`src/hw/rtl/fnrs_pkg.sv`:
```
// Shared constants and types for the fixed-radius neighbor search block.
`default_nettype none

package fnrs_pkg;

    localparam int MAX_AGENTS_DEF  = 32;
    localparam int COORD_BITS_DEF  = 24;

    localparam int ID_W   = 5;
    localparam int CFG_W  = 6;
    localparam int POS_W  = 24;
    localparam int RAD_W  = 23;
    localparam int R2_W   = 2 * RAD_W;

    localparam logic [CFG_W-1:0] CFG_RESET_AGENTS = 6'd32;

    localparam logic OP_UPDATE = 1'b0;
    localparam logic OP_QUERY  = 1'b1;

    // Tag that travels with one table entry through the distance pipeline
    typedef struct packed {
        logic            vld;
        logic            skip;
        logic [ID_W-1:0] id;
    } t_tag;

    // Compare result at the end of the distance pipeline
    typedef struct packed {
        logic            vld;
        logic            hit;
        logic [ID_W-1:0] id;
    } t_hit;

endpackage

`default_nettype wire

```
`src/hw/rtl/fnrs_dist.sv`:
```
// Distance pipeline: absolute differences, squares, then compare against the squared radius.
`default_nettype none

module fnrs_dist
    import fnrs_pkg::*;
#(
    parameter int COORD_BITS = COORD_BITS_DEF
) (
    input  wire logic                  i_clk,
    input  wire logic                  i_rst_n,
    input  wire logic                  i_en,
    input  wire t_tag                  i_tag,
    input  wire logic [COORD_BITS-1:0] i_rd_x,
    input  wire logic [COORD_BITS-1:0] i_rd_y,
    input  wire logic [COORD_BITS-1:0] i_self_x,
    input  wire logic [COORD_BITS-1:0] i_self_y,
    input  wire logic [R2_W-1:0]       i_r2,
    output t_hit                       o_hit,
    output logic                       o_busy
);

    localparam int SQ_W = 2 * COORD_BITS;
    localparam int SW   = (SQ_W + 1 > R2_W) ? SQ_W + 1 : R2_W;

    logic signed [COORD_BITS:0] w_dx;
    logic signed [COORD_BITS:0] w_dy;
    logic [COORD_BITS-1:0]      w_adx;
    logic [COORD_BITS-1:0]      w_ady;
    logic [SW-1:0]              w_sum;

    t_tag                  r_c_tag;
    logic [COORD_BITS-1:0] r_c_dx;
    logic [COORD_BITS-1:0] r_c_dy;
    t_tag                  r_d_tag;
    logic [SQ_W-1:0]       r_d_dx2;
    logic [SQ_W-1:0]       r_d_dy2;

    // Difference of two signed coordinates; its magnitude fits COORD_BITS bits
    assign w_dx  = $signed({i_rd_x[COORD_BITS-1], i_rd_x})
                 - $signed({i_self_x[COORD_BITS-1], i_self_x});
    assign w_dy  = $signed({i_rd_y[COORD_BITS-1], i_rd_y})
                 - $signed({i_self_y[COORD_BITS-1], i_self_y});
    assign w_adx = w_dx[COORD_BITS] ? COORD_BITS'(-w_dx) : COORD_BITS'(w_dx);
    assign w_ady = w_dy[COORD_BITS] ? COORD_BITS'(-w_dy) : COORD_BITS'(w_dy);

    always_ff @(posedge i_clk) begin
        if (i_en) begin
            r_c_dx  <= w_adx;
            r_c_dy  <= w_ady;
            r_c_tag.skip <= i_tag.skip;
            r_c_tag.id   <= i_tag.id;
            r_d_dx2 <= r_c_dx * r_c_dx;
            r_d_dy2 <= r_c_dy * r_c_dy;
            r_d_tag.skip <= r_c_tag.skip;
            r_d_tag.id   <= r_c_tag.id;
        end
    end

    always_ff @(posedge i_clk) begin
        if (!i_rst_n) begin
            r_c_tag.vld <= 1'b0;
            r_d_tag.vld <= 1'b0;
        end else if (i_en) begin
            r_c_tag.vld <= i_tag.vld;
            r_d_tag.vld <= r_c_tag.vld;
        end
    end

    assign w_sum = SW'(r_d_dx2) + SW'(r_d_dy2);

    assign o_hit.vld = r_d_tag.vld;
    assign o_hit.hit = r_d_tag.vld && !r_d_tag.skip && (w_sum < SW'(i_r2));
    assign o_hit.id  = r_d_tag.id;
    assign o_busy    = r_c_tag.vld || r_d_tag.vld;

endmodule

`default_nettype wire

```
`config.mk`:
```
export PLATFORM = sky130hd
export DESIGN_NAME = fnrs_dist
export DESIGN_NICKNAME = d
export VERILOG_FILES = /design/src/hw/rtl/fnrs_pkg.sv /design/src/hw/rtl/fnrs_dist.sv
export SDC_FILE = /design/constraint.sdc
export NUM_CORES = 2
export LEC_CHECK = 0
export BUFFER_PORTS_ARGS = -buffer_cell sky130_fd_sc_hd__buf_2
export CAP_MARGIN = 0
export CORE_MARGIN = 2
export CORE_UTILIZATION = 70
export DETAILED_ROUTE_END_ITERATION = 8
export PLACE_DENSITY = 0.85
export SLEW_MARGIN = 20
export SYNTH_ARGS = -nofsm -noshare
export SYNTH_HDL_FRONTEND = slang
export SYNTH_SLANG_ARGS = --single-unit
```
`constraint.sdc`:
```
create_clock -name i_clk -period 16.5 [get_ports i_clk]
set_input_delay 3.3 -clock i_clk [delete_from_list [all_inputs] [get_ports i_clk]]
set_output_delay 3.3 -clock i_clk [all_outputs]
set_load 0.005 [all_outputs]
```
# ---- Yosys cells after proc, flatten, opt, wreduce, memory -nomap -nowiden
# Index checks and enable logic that the tools add are counted.
dict set report word_totals {
  elab_cells 24
  output_inout_bits 8
  in_bits 152
  reg_bits 158
}
dict set report op_classes {
  order_cmp 1
  reduce_logical 4
  muxes 2
  multipliers 2
  n_addsub 5
}
# operator n
set op_table {}
lappend op_table {{$mul 24x24->48} 2}
lappend op_table {{$sub 24x24->25} 2}
lappend op_table {{$add 48x48->49} 1}
lappend op_table {{$lt 49x46->1} 1}
lappend op_table {{$mux 24} 2}
lappend op_table {{$neg 24->24} 2}
lappend op_table {{$logic_and 1x1->1} 2}
lappend op_table {{$logic_not 1->1} 1}
lappend op_table {{$logic_or 1x1->1} 1}

# ---- Logic depth before layout (Yosys ltp)
dict set report depth {
  word_depth 3
  depth_mapped 28
  depth_no_buf 27
}

# ---- Worst setup path after synthesis
# No wires, ideal clock.
dict set report synth_path {
  path_kind {input -> output}
  from {input i_r2[14]}
  to {output o_hit[5] (netlist name)}
  required_time_ns 13.200
  path_stages 12
  n_path_buf 0
  arrival_time_ns 5.150
  setup_slack_ns 8.050
  cell_sequence {inv_1 ha_1 a21o_1 a211oi_1 nor3_1 a2111oi_0 o21ai_0 a21oi_1 o31a_1 o211ai_1 a31oi_1 and4b_1}
}
# item line_no
set synth_rtl {}
lappend synth_rtl {{start, declared} fnrs_dist.sv:17} ;# input wire logic [R2_W-1:0] i_r2,
lappend synth_rtl {{end, declared} fnrs_dist.sv:18} ;# output t_hit o_hit,

==> metrics.cfg <==
[outcome]
outcome=finished clean

[drt]
detail-route-antenna-nets=0
met1_length_um=37000
drc=0
vias=32200
wl_met2_um=48500
wire_per_inst_um=16.9
routed_via_density=5.67
routed_wl_um=95800
dr_wl_met3_um=6840
drt_first_pass_iters=6
initialDrtViolationCount=2299
dr.max_layer_used=met4

[yosys]
avgSynthCellArea_um2=9.35
async_reset_ff_share_pct=0
syn_inst=4732
syn_area_um2=44200
synth_cell_type_count=99
synthFlopType=edfxtp_1
ys_warn_count=0
ys_seq_area_share_pct=10.5
syn-num-nets=6227
ys_ff_latch=156
synth_edf_count=154

[setup_path]
reg2reg_from=r_c_dy[4]$_DFFE_PP_
crit_top_cell=a21o_1
crit_fanout=5
worstPathRequired_ns=13.20
startpoint=r_d_dx2[8]$_DFFE_PP_
arrival_ns=5.95
cpPeakStageDelay_ns=0.45
path_cells=ha_1 -> a2111oi_0 -> o21ai_1 -> a32oi_2 -> a21boi_1 -> a221o_1 -> and2_1 -> o31a_1 -> nor2_1 -> o21ai_0 -> xor2_1 -> ha_1 -> a21o_1 -> a21o_1 -> a21oi_1 -> o21ai_0 -> a21o_1 -> a21oi_1 -> o211ai_1 -> a31oi_1 -> and4b_1 -> buf_2
slowest_stage=a221o_1
path_class=reg -> out
reg2reg_slack_ns=7.85
rr_worst_depth=26
crit_path_start_kind=register
crit_end=o_hit[5]
timing.rr.end=r_d_dy2[44]$_DFFE_PP_
endpoint_kind=output pin

[cts]
worst_skew_pair.late_latency_ns=0.51
cts_hold_buf=0
cts_tree=yes
cts_made_buffers=17
root_buffer=clkbuf_16
cts_buffer_depth=2
post-cts-setup-buffer-count=0
cts_sinks=156
cts_resized=0
cts.clk_slew.worst_paths_ns=0.07
h-tree-depth=4

[place]
dp_hpwl_um=78500
dp_cells=5636
place_congestion=0.924
placed_area_um2=45800
port_buffers=159

[timing]
drv_slew=0
hold_viol=0
setup_violations=0
max_freq_mhz=108
skew_ns=0.0184
min_period_ns=9.25
tightest_slew_ns=1.16
setup_tns_ns=0
maxSlewHeadroom_pct=22.5
fin_crit_sh_pct=56.1
grt_setup_unrepaired=no

[global_routing]
overflow=0
first_global_vias=34900
grt_max_degree=88
grt_use_total_pct=31.0
antenna_found_initial=1
grt_pass1_wl_um=163000

[job]
drv_cap=0

[die]
ios=160
core_area_um2=62700
initial_core_util_pct=70.5
die_area_um2=65200
die_h_um=255
die_w_um=255
fp-row-count=92

[final_layout]
fill_cells=4341
fin_nets=6306
multi_input_area_um2=34200
fin_cells=5671
areaGrowthSynthToFinish_pct=4.90
final_area_um2=46400
drive_gt1_share_pct=5.85
regArea_um2=4660

[worst_hold_path]
min_path_type=reg -> reg
hold_start=r_c_tag[0]$_DFFE_PP_

## synthesized netlist by cell type (all sizes together), types with 75 or more instances
cell type	count	area share, %
clkbuf	114	0.97
xnor2	130	2.6
and2	240	3.4
edfxtp	154	10
o21ai	75	0.85
inv	1295	11
ha	498	14
nor2	127	1.1
a21oi	178	2.1
a21o	98	1.7
fa	845	38
nand2	394	3.3
xor2	84	1.7
## through the flow
step	setup slack, ns	hold slack [ns]	utilization [%]
finish	7.25	0.425	74.0
global route	7.07	0.429	74.0
floorplan	8.05	0.400	-
global placement	7.41	0.401	73.0
CTS	7.34	0.425	73.9
detailed placement	7.39	0.406	73.0
## cell families after synthesis
group	after synthesis	synth area share [%]
flops	156	10.5
fa+ha+maj	1343	52.3
simple gates	1011	11.4
xor+xnor	214	4.31
buf+inv	1427	12.2
compound gates	568	8.89
mux	13	0.339
## state kept, by name (all words and copies together), names as in the netlist
name	flops
o_hit	6
r_c_dx	24
r_c_dy	24
r_c_tag	7
r_d_dy2	47
r_d_dx2	47
r_d_tag	1
## worst min-delay path by stage
stage	to	slack, ns	depth (start not counted)
global route	o_hit[3]$_DFFE_PP_	0.43	0
floorplan	o_hit[0]$_DFFE_PP_	0.40	0
detailed placement	o_hit[3]$_DFFE_PP_	0.41	0
CTS	o_hit[3]$_DFFE_PP_	0.43	0
global placement	o_hit[1]$_DFFE_PP_	0.40	0
finish	o_hit[0]$_DFFE_PP_	0.42	0
## routing by layer
layer | vias up | global-route usage, %
li1 | 14800 | -
met1 | 16000 | 39.1
met2 | 1134 | 53.7
met3 | 278 | 4.74
met4 | 0 | 12.2
met5 | - | 0
## placed cells by master (no fill, tap or decap), types with 7 or more instances in the layout
cell type,count
a311oi_1,8
and3_1,28
nand2b_1,24
nand2_1,394
nor2_1,126
nand4_1,30
a31o_2,7
a211oi_1,15
clkbuf_16,17
o31ai_1,8
buf_4,31
xnor2_1,129
o211ai_1,11
a21oi_1,174
nor3_1,39
fa_1,845
xor2_1,81
o21bai_1,15
and2_1,239
a31oi_1,24
ha_1,498
or3_1,7
inv_1,1295
a2111oi_0,10
nand3_1,38
o2111ai_1,10
nor2b_1,39
or2_2,8
a21o_1,98
edfxtp_1,154
buf_2,158
o21ai_0,72
nor3b_1,8
o21a_1,31
## critical path, delay by kind of cell, from the launching register on
kind / cells / cell delay, ns
AOI/OAI and AO/OA: 15 / 3.24
adders and majority gates: 2 / 0.69
and+or+nand+nor: 3 / 0.65
DFF: 1 / 0.38
xor gates and xnor gates: 1 / 0.38
buffers and inverters: 1 / 0.12
## final cells by class
| type | instances | area share (%) |
|---|---|---|
| multi-input combinational | 3149 | 73.6 |
| clock buffer | 17 | 0.917 |
| antenna | 1 | 0.00539 |
| tap | 846 | 2.28 |
| sequential | 156 | 10.1 |
| timing repair buffer | 192 | 2.29 |
| clock inverter | 15 | 0.324 |
| inverter | 1295 | 10.5 |
Power is left out: the tool's default activity adds up to more than one toggle a clock period on the data nets, which glitch-free logic cannot reach.
