File: src/hw/rtl/fnrs_pkg.sv
// Shared constants and types for the fixed-radius neighbor search block.
`default_nettype none

package fnrs_pkg;

    localparam int MAX_AGENTS_DEF  = 32;
    localparam int COORD_BITS_DEF  = 24;

    localparam int ID_W   = 5;
    localparam int CFG_W  = 6;
    localparam int POS_W  = 24;
    localparam int RAD_W  = 23;
    localparam int R2_W   = 2 * RAD_W;

    localparam logic [CFG_W-1:0] CFG_RESET_AGENTS = 6'd32;

    localparam logic OP_UPDATE = 1'b0;
    localparam logic OP_QUERY  = 1'b1;

    // Tag that travels with one table entry through the distance pipeline
    typedef struct packed {
        logic            vld;
        logic            skip;
        logic [ID_W-1:0] id;
    } t_tag;

    // Compare result at the end of the distance pipeline
    typedef struct packed {
        logic            vld;
        logic            hit;
        logic [ID_W-1:0] id;
    } t_hit;

endpackage

`default_nettype wire

File: src/hw/rtl/fnrs_table.sv
// Position table: one synchronous memory with per-entry valid bits and a registered read port.
`default_nettype none

module fnrs_table
    import fnrs_pkg::*;
#(
    parameter int MAX_AGENTS = MAX_AGENTS_DEF,
    parameter int COORD_BITS = COORD_BITS_DEF
) (
    input  wire logic                          i_clk,
    input  wire logic                          i_rst_n,
    input  wire logic                          i_wr_en,
    input  wire logic [$clog2(MAX_AGENTS)-1:0] i_wr_addr,
    input  wire logic [COORD_BITS-1:0]         i_wr_x,
    input  wire logic [COORD_BITS-1:0]         i_wr_y,
    input  wire logic                          i_rd_en,
    input  wire logic [$clog2(MAX_AGENTS)-1:0] i_rd_addr,
    output logic      [COORD_BITS-1:0]         o_rd_x,
    output logic      [COORD_BITS-1:0]         o_rd_y
);

    logic [2*COORD_BITS-1:0] r_mem [MAX_AGENTS];
    logic [MAX_AGENTS-1:0]   r_vld;
    logic [2*COORD_BITS-1:0] r_rd_q;
    logic                    r_rd_v;

    always_ff @(posedge i_clk) begin
        if (i_wr_en) begin
            r_mem[i_wr_addr] <= {i_wr_x, i_wr_y};
        end
        if (i_rd_en) begin
            r_rd_q <= r_mem[i_rd_addr];
        end
    end

    // An entry never written reads as the reset position, the origin
    always_ff @(posedge i_clk) begin
        if (!i_rst_n) begin
            r_vld  <= '0;
            r_rd_v <= 1'b0;
        end else begin
            if (i_wr_en) begin
                r_vld[i_wr_addr] <= 1'b1;
            end
            if (i_rd_en) begin
                r_rd_v <= r_vld[i_rd_addr];
            end
        end
    end

    assign o_rd_x = r_rd_v ? r_rd_q[2*COORD_BITS-1:COORD_BITS] : '0;
    assign o_rd_y = r_rd_v ? r_rd_q[COORD_BITS-1:0] : '0;

endmodule

`default_nettype wire

File: config.mk
export PLATFORM = sky130hd
export DESIGN_NAME = fnrs_table
export DESIGN_NICKNAME = d
export VERILOG_FILES = /design/src/hw/rtl/fnrs_pkg.sv /design/src/hw/rtl/fnrs_table.sv
export SDC_FILE = /design/constraint.sdc
export NUM_CORES = 1
export LEC_CHECK = 0
export BUFFER_PORTS_ARGS = -buffer_cell sky130_fd_sc_hd__buf_4
export CORE_MARGIN = 5
export CORE_UTILIZATION = 54
export DETAILED_ROUTE_END_ITERATION = 7
export GPL_ROUTABILITY_DRIVEN = 1
export GPL_TIMING_DRIVEN = 0
export PLACE_DENSITY_LB_ADDON = 0.12
export SYNTH_ARGS = -nofsm -noshare
export SYNTH_HDL_FRONTEND = slang
export SYNTH_SLANG_ARGS = --single-unit
File: constraint.sdc
create_clock -name i_clk -period 3.21 [get_ports i_clk]
set_input_delay 0.321 -clock i_clk [delete_from_list [all_inputs] [get_ports i_clk]]
set_output_delay 0.321 -clock i_clk [all_outputs]
set_load 0.01 [all_outputs]
-- After elaboration in Yosys (flattened, before gate mapping)
Memory sizes are Yosys's and may differ from the RTL's. A register that Yosys moved wholly into a read port is not among the register bits.
Index checks and enable logic that the tools add are counted.
- muxes and demuxes: 8
- bitwise operators: 1
- magnitude comparators: 3
- reductions and logical operators: 1
- operators with widths (kind ; count):
    24-bit two-way mux ; 2
    32-bit bitwise OR ; 1
    5-bit by 6-bit less-than comparator with 1-bit output (second input constant) ; 2
    1-bit binary-select mux with 5-bit select ; 1
    1-bit demux with 5-bit select ; 1
    5-bit by 1-bit greater-or-equal comparator with 1-bit output (second input constant) ; 1
    1-bit two-way mux ; 4
    1-bit logical AND ; 1
- memories: 1
- bits in writable memories: 1536
- bits in registers: 33
- word-level logic and storage cells: 16
- output and inout bits: 48
- input port bits: 62
- memories (name ; words ; width ; rd ports ; clocked after memory_dff ; write ports ; line ; RTL):
    r_mem ; 32 ; 48 ; 1 ; 1 ; 1 ; fnrs_table.sv:22 ; logic [2*COORD_BITS-1:0] r_mem [MAX_AGENTS];

-- Longest topological paths before layout
Gate-level depths: netlist of run 1.
- depth after elaboration: 5
- mapped depth: 9
- depth with buffers taken out: 5

-- Worst setup path after synthesis of run 1
Ideal clock, no wire load.
- kind: input port to flip-flop
- from: input i_wr_addr[0]
- to: memory r_mem[12][0] (netlist name) (enable)
- arrival time: 3026 ps
- cell stages on the path: 3
- path slack: -272 ps
- path buffers: 1
- data required time: 2755 ps
- setup time: 455 ps
- cells stage by stage: or3b_2 > clkbuf_1 > nor2_1
- RTL lines (what ; line ; RTL):
    from (decl) ; fnrs_table.sv:13 ; input wire logic [$clog2(MAX_AGENTS)-1:0] i_wr_addr,
    to (decl) ; fnrs_table.sv:22 ;
No word-level cell before the write port.

==> summary.md, run 1 <==
| Metric | Value |
|---|---|
| Worst setup margin | around 0.025 ns |
| Crit path launch | i_rd_addr[1] |
| DRT antenna net count | 0 |
| Syn Std Cell Area | 61,200 µm² |
| Routed wire per std cell | about 33 µm |
| WP data arrival | around 3.7 ns |
| Gpl congestion | 0.758 |
| CTS Buf Count | between 150 and 200 |
| Clock Skews | between 0.015 and 0.02 ns |
| Routed WL | 147,000 µm |
| Slowest CP cell | clkdlybuf4s15_1 |
| Total GRT Usage | between 20% and 30% |
| Critical Path RT | 3.69 ns |
| Status | complete, no violations |
| Clk pwr share | between 40% and 50% |
| Final std cells w/o fill | roughly 4.5k |
| Initial antenna violation count | 5 |
| Count of final hold-check violations | 0 |
| I/O Pins | 110 |
| CTS max path bufs | 3 |
| Via Count | approximately 28k |
| Synth cell types | 26 |
| DRC Markers | 0 |
| TritonCTS clock tree | done |
| Die area | approximately 120,000 µm² |
| Clk_lat worst skew | 0.75 ns |
| RSZ-0062 raised after global routing | no |
| CP peak stage delay | around 0.85 ns |
| Max-slew headroom | about 15% |
| Core area | ~110,000 µm² |
| Post-Syn Instances | about 2.4k |
| Fin. max-slew vios | 0 |
| Post-layout util | 63.3% |
| Post-layout nets | 2,886 |
| CP Launch Type | primary input |
| Largest net degree at the start of global routing | a little over 50 |
| Crit path cell chain | buf_2, clkdlybuf4s15_1, clkbuf_1, mux4_2, mux4_2, mux2_2 |
| Switch Pwr | ~0.0090 W |
| Power Density | 619 nW/µm² |
| Power, Total | roughly 0.044 W |
| I/O Buffers | 103 |
| Layout cells sized above 1 | between 30% and 40% |
| Worst path bufs/invs | 3 |
| Int Pwr | approximately 0.035 W |
| Vias per std cell | around 6.3 |
| Die height | about 350 µm |
| Row cnt | about 120 |
| Clock slew at reported path FFs | ~0.060 ns |
| Synth Warn # | 0 |
| Global-route wire length before repair | around 210,000 µm |
| DRT Pass-1 Iters | 5 |
| Initial core utilization | 54.4% |
| #FFs+latches synth | approximately 1.6k |
| Area Growth Syn to Fin | 16.3% |
| Die Width | ~350 µm |
| Clock root buffer | clkbuf_16 |
| Comb pwr share | 5.2% |
| Worst-Margin Slew | approximately 1.3 ns |
| CTS sink cnt | between 1.5k and 2k |
| Filler cells | approximately 7.3k |
| Placed Cells | 4,109 |
| Leakage power | roughly 22 nW |
| Vias in the first global route | 29.2k |
| Mapped Avg Cell Area | about 25 µm² |
| Seq/Total Area, Yosys | between 70% and 80% |
| HP Class | primary input to flop |
| Pre-CTS setup slack | -1.10 ns |
| Maximum vdd ir drop | approximately 0.60 mV |
| Worst Min Path Start | i_rd_addr[4] |
| Final min period | between 3 and 4 ns |
| H-tree levels | 4 |
| Iter 0 DRT Violations | 3,384 |
| Top cell family by delay on the critical path | buffers and inverters |
| CP Class | primary input to flop |
| Sw Ratio | approximately a fifth |
| Setup-failing EPs final | 0 |
| Peak Freq | roughly 310 MHz |
| Worst r2r src | r_mem[14][12] |
| Max FO, Critical Path | 10 |
| Congestion Overflow GR | 0 |
| WHS | 0.254 ns |
| Crit share post-route | 99.2% |
| Post-DP HPWL | 91,600 µm |
| Commonest non-fill, non-tap cell in the layout | edfxtp_1 |
| Crit. End Element | flop |
| Syn Nets | 2,500 |
| Max-Cap Viols | 0 |
| Sequential Power Share | 53.5% |
| Most frequent cells in the layout | edfxtp_1, mux4_2, clkbuf_16 |
| Most frequent CP cell | mux4_2 |
==> tightest hold or removal path, delay by kind of cell <==
| kind | cells | cell delay, ns |
|---|---|---|
| AOI/OAI and AO/OA | 2 | 0.12 |
| buffers and inverters | 1 | 0.28 |
| and+or+nand+nor | 2 | 0.23 |
==> layout make-up <==
type	instances	area (µm²)	share of cell area, %
Antenna cell	6	15.0	0.0211
Sequential cell	1617	48200	67.8
Clock buffer	211	4410	6.19
Tap cell	1500	1880	2.64
Multi-Input combinational cell	695	12600	17.8
Timing Repair Buffer	221	2730	3.83
Clock inverter	78	683	0.960
Buffer	126	592	0.832
==> cells in the mapped netlist, drive strengths merged <==
| master | number | area share [%] |
|---|---|---|
| a211oi | 1 | 0.012 |
| a21oi | 3 | 0.025 |
| a22oi | 4 | 0.049 |
| a31oi | 1 | 0.010 |
| and2 | 49 | 0.50 |
| and3 | 1 | 0.010 |
| buf | 53 | 0.49 |
| clkbuf | 73 | 0.45 |
| dfxtp | 33 | 1.1 |
| edfxtp | 1584 | 78 |
| mux2 | 48 | 0.88 |
| mux2i | 16 | 0.26 |
| mux4 | 480 | 18 |
| nand2 | 6 | 0.037 |
| nand2b | 2 | 0.020 |
| nand3 | 6 | 0.049 |
| nand3b | 5 | 0.061 |
| nor2 | 34 | 0.21 |
| nor2b | 2 | 0.020 |
| o21a | 32 | 0.39 |
| o21ai | 1 | 0.0082 |
| or3 | 1 | 0.010 |
| or3b | 3 | 0.043 |
==> cell families (layout without fill, tap and decap cells) <==
family	count (synthesis)	after routing	synth area share (%)
AOI/OAI and AO/OA	42	42	0.497
buffers and inverters	126	636	0.940
DFF	1617	1617	78.8
muxes	544	544	18.8
other	0	6	0
and+or+nand+nor	109	109	0.961
==> timing repair <==
action / in CTS / in global routing
cloned: 0 / 0
gates resized for setup: 6 / 2
endpoints found under the setup margin: 58 / 3
hold endpoints to repair: 1539 / 0
buffers inserted: 0 / 0
hold buffers: 49 / 0
==> power by group through the flow <==
stage | Combinational (W) | Sequential (W) | Clock (W)
after global routing | 0.00243 | 0.0236 | 0.0194
final | 0.00229 | 0.0236 | 0.0182
after CTS | 0.00232 | 0.0236 | 0.0185
after detailed placement | 0.00226 | 0.0240 | 0
after global placement | 0.00214 | 0.0240 | 0
after floorplan | 0.00124 | 0.0240 | 0
==> path summary, 6_finish.rpt <==
| path | depth (start not counted) | end | slack, ns |
|---|---|---|---|
| worst min register to register | 1 | r_vld[26] | 0.47 |
| worst min-delay path | 5 | r_rd_v | 0.25 |
| worst max-delay path | 6 | r_rd_q[12] | 0.03 |
| worst max register to register | 3 | r_rd_q[12] | 1.21 |
==> layer usage <==
layer | vias to the layer above | share of wire (%) | GRT usage (%)
li1 | 11400 | - | -
met1 | 15300 | 40 | 35.9
met2 | 1333 | 50 | 39.7
met3 | 175 | 8.6 | 4.98
met4 | 0 | 1.8 | 5.51
met5 | - | 0 | 0
==> state kept, by name, indices dropped and copies added (netlist names) <==
signal	cells
r_mem	1536
r_rd_q	48
r_vld	32
r_rd_v	1
==> per-stage QoR <==
step / cell area [µm²] / setup TNS (ns)
after global placement: 63900 / -4937.85
after global routing: 71200 / 0
after floorplan: 61200 / -138.92
after CTS: 71100 / 0
after detailed placement: 65500 / -48.38
final: 71200 / 0
(Power assumes the default switching activity.)
==> inputs of run 2 (changes only) <==
--- a/config.mk
+++ b/config.mk
@@ -12,6 +12,7 @@
 export GPL_ROUTABILITY_DRIVEN = 1
 export GPL_TIMING_DRIVEN = 0
 export PLACE_DENSITY_LB_ADDON = 0.12
+export RECOVER_POWER = 25
 export SYNTH_ARGS = -nofsm -noshare
 export SYNTH_HDL_FRONTEND = slang
 export SYNTH_SLANG_ARGS = --single-unit
==> run 2 against run 1 <==
- largest cell class unchanged
- largest power group unchanged
- global-route usage is the same
- utilization shrank 0.12 points
- routed wire length is essentially flat
==> summary.md, run 2 (synthesis results as in run 1) <==
| Metric | Value |
|---|---|
| Slowest CP cell | clkdlybuf4s15_1 (unchanged) |
| CTS max path bufs | 3 (unchanged) |
| Max-slew headroom | 8.98% (was 15.2%) |
| Final min period | 3.19 ns (was 3.18 ns) |
| Gpl congestion | 0.758 (unchanged) |
| Total GRT Usage | 24.6% (unchanged) |
| Max FO, Critical Path | 10 (unchanged) |
| Leakage power | 22.2 nW (was 22.3 nW) |
| Status | complete, no violations (unchanged) |
| Fin. max-slew vios | 0 (unchanged) |
| Congestion Overflow GR | 0 (unchanged) |
| Worst setup margin | 0.0197 ns (was 0.0252 ns) |
| FF/Latch Area | 48,200 µm² (unchanged) |
| Global-route wire length before repair | 209,000 µm (unchanged) |
| H-tree levels | 4 (unchanged) |
| DRC Markers | 0 (unchanged) |
| CP Launch Type | primary input (unchanged) |
| Post-layout util | 63.1% (was 63.3%) |
| Initial antenna violation count | 5 (unchanged) |
| Commonest non-fill, non-tap cell in the layout | edfxtp_1 (unchanged) |
| Max reg flops | 1,536 (unchanged) |
| Routed WL | 147,000 µm (about the same) |
| Most frequent cells in the layout | edfxtp_1, mux4_2, clkbuf_16 (unchanged) |
| Count of final hold-check violations | 0 (unchanged) |
| Iter 0 DRT Violations | 3,357 (was 3,384) |
| Crit share post-route | 99.4% (was 99.2%) |
| Maximum vdd ir drop | 0.596 mV (was 0.600 mV) |
| I/O Buffers | 103 (unchanged) |
| Worst-Margin Slew | 1.37 ns (was 1.27 ns) |
| Layout cells sized above 1 | 32.9% (was 34.0%) |
| CP peak stage delay | 0.84 ns (was 0.85 ns) |
| Initial core utilization | 54.4% (unchanged) |
| Largest registers | r_mem: 1536 flops, r_rd_q: 48 flops, r_vld: 32 flops (unchanged) |
| Clock slew at reported path FFs | 0.06 ns (about the same) |
| CTS sink cnt | 1,617 (unchanged) |
| Critical Path RT | 3.69 ns (about the same) |
| Most frequent CP cell | mux4_2 (unchanged) |
| Row cnt | 123 (unchanged) |
| Die height | 347 µm (unchanged) |
| Max-Cap Viols | 0 (unchanged) |
| Top cell family by delay on the critical path | buffers and inverters (unchanged) |
| Crit. End Element | flop (unchanged) |
| CTS Buf Count | 163 (unchanged) |
| RSZ-0062 raised after global routing | no (unchanged) |
| Setup-failing EPs final | 0 (unchanged) |
| I/O Pins | 110 (unchanged) |
| Post-DP HPWL | 91,600 µm (unchanged) |
| Post CTS Setup Buffer Count | 0 (unchanged) |
| Vias in the first global route | 29.2k (unchanged) |
| Vias per std cell | 6.31 (was 6.32) |
| Top reg by flops | r_mem (unchanged) |
| CP Class | primary input to flop (unchanged) |
| Post-layout nets | 2,886 (unchanged) |
| Pre-CTS setup slack | -1.10 ns (unchanged) |
| WP data arrival | 3.67 ns (was 3.66 ns) |
| Via Count | 28.1k (about the same) |
| Routed wire per std cell | 33.0 µm (about the same) |
| Multi-input gate area | 12,600 µm² (unchanged) |
| TritonCTS clock tree | done (unchanged) |
| Clk_lat worst skew | 0.75 ns (about the same) |
| Die Width | 347 µm (unchanged) |
| Core area | 112,000 µm² (unchanged) |
| DRT antenna net count | 0 (unchanged) |
| Worst path bufs/invs | 3 (unchanged) |
| Power Density | 620 nW/µm² (was 619 nW/µm²) |
| Largest net degree at the start of global routing | 51 (unchanged) |
| Clock root buffer | clkbuf_16 (unchanged) |
| Crit path cell chain | buf_2, clkdlybuf4s15_1, clkbuf_1, mux4_2, mux4_2, mux2_2 (unchanged) |
| Peak Freq | 313 MHz (was 314 MHz) |
| DRT Pass-1 Iters | 5 (unchanged) |
| Die area | 120,000 µm² (unchanged) |
| Area Growth Syn to Fin | 16.1% (was 16.3%) |
| HP Class | primary input to flop (unchanged) |
| Clock Skews | 0.0164 ns (was 0.0175 ns) |
| Filler cells | 7,373 (was 7,327) |
==> run 2: cell count changes in the layout (fill, tap and decap cells not counted), sizes merged <==
| cell | delta |
|---|---|
| buf | -33 |
| diode | -4 |
| clkbuf | +33 |
==> run 2: final timing paths <==
kind / startpoint / endpoint / slack (ns) / cells past startpoint
worst min-delay path: i_rd_en / r_rd_q[31] / 0.26 / 1
worst max register to register: r_mem[14][12] / r_rd_q[12] / 1.21 / 3
worst max-delay path: i_rd_addr[1] / r_rd_q[12] / 0.02 / 6
worst min register to register: r_vld[26] / r_vld[26] / 0.46 / 1
==> run 2: layer usage <==
metal | GRT usage [%] | share of wire, %
met1 | 35.9 | 40
met2 | 39.7 | 50
met3 | 4.98 | 8.4
met4 | 5.51 | 1.7
met5 | 0 | 0
==> run 2: per-stage QoR <==
| stage | total power, W | hold slack (ns) | cells | setup TNS [ns] | instance area [µm²] |
|---|---|---|---|---|---|
| 2_1_floorplan | 0.0252 | 0.420 | 2438 | -138.92 | 61200 |
| 3_3_place_gp | 0.0262 | 0.446 | 4041 | -4937.85 | 63900 |
| 3_5_place_dp | 0.0263 | 0.453 | 4109 | -48.38 | 65500 |
| 4_1_cts | 0.0444 | 0.188 | 4447 | 0 | 71100 |
| 5_1_grt | 0.0454 | 0.258 | 4448 | 0 | 71000 |
| 6_report | 0.0440 | 0.258 | 4450 | 0 | 71000 |
==> run 2: cell type report <==
cell class                      count  share of cell area, %
Antenna cell                        2                0.00705
Buffer                            126                  0.833
Clock buffer                      211                   6.20
Clock inverter                     78                  0.962
Multi-Input combinational cell    695                   17.8
Sequential cell                  1617                   67.9
Tap cell                         1500                   2.64
Timing Repair Buffer              221                   3.67
==> run 2: worst register-to-register path, stage by stage, from the launching register on <==
cell      delay (ns)
edfxtp_1        0.37
mux4_2          0.49
mux4_2          0.53
mux2_2          0.34
==> run 2: repair_timing <==
item,in CTS,in global routing
gates cloned,0,0
hold endpoints to repair,1539,0
endpoints found under the setup margin,58,3
hold buffers,49,0
gates resized for setup,6,2
==> run 2: where the power goes <==
part / switching (W) / total [W] / internal, W / leakage (nW)
combinational: 0.00129 / 0.00227 / 0.000982 / 5.17
sequential: 0.0000668 / 0.0236 / 0.0235 / 14.6
clock: 0.00761 / 0.0182 / 0.0106 / 2.48
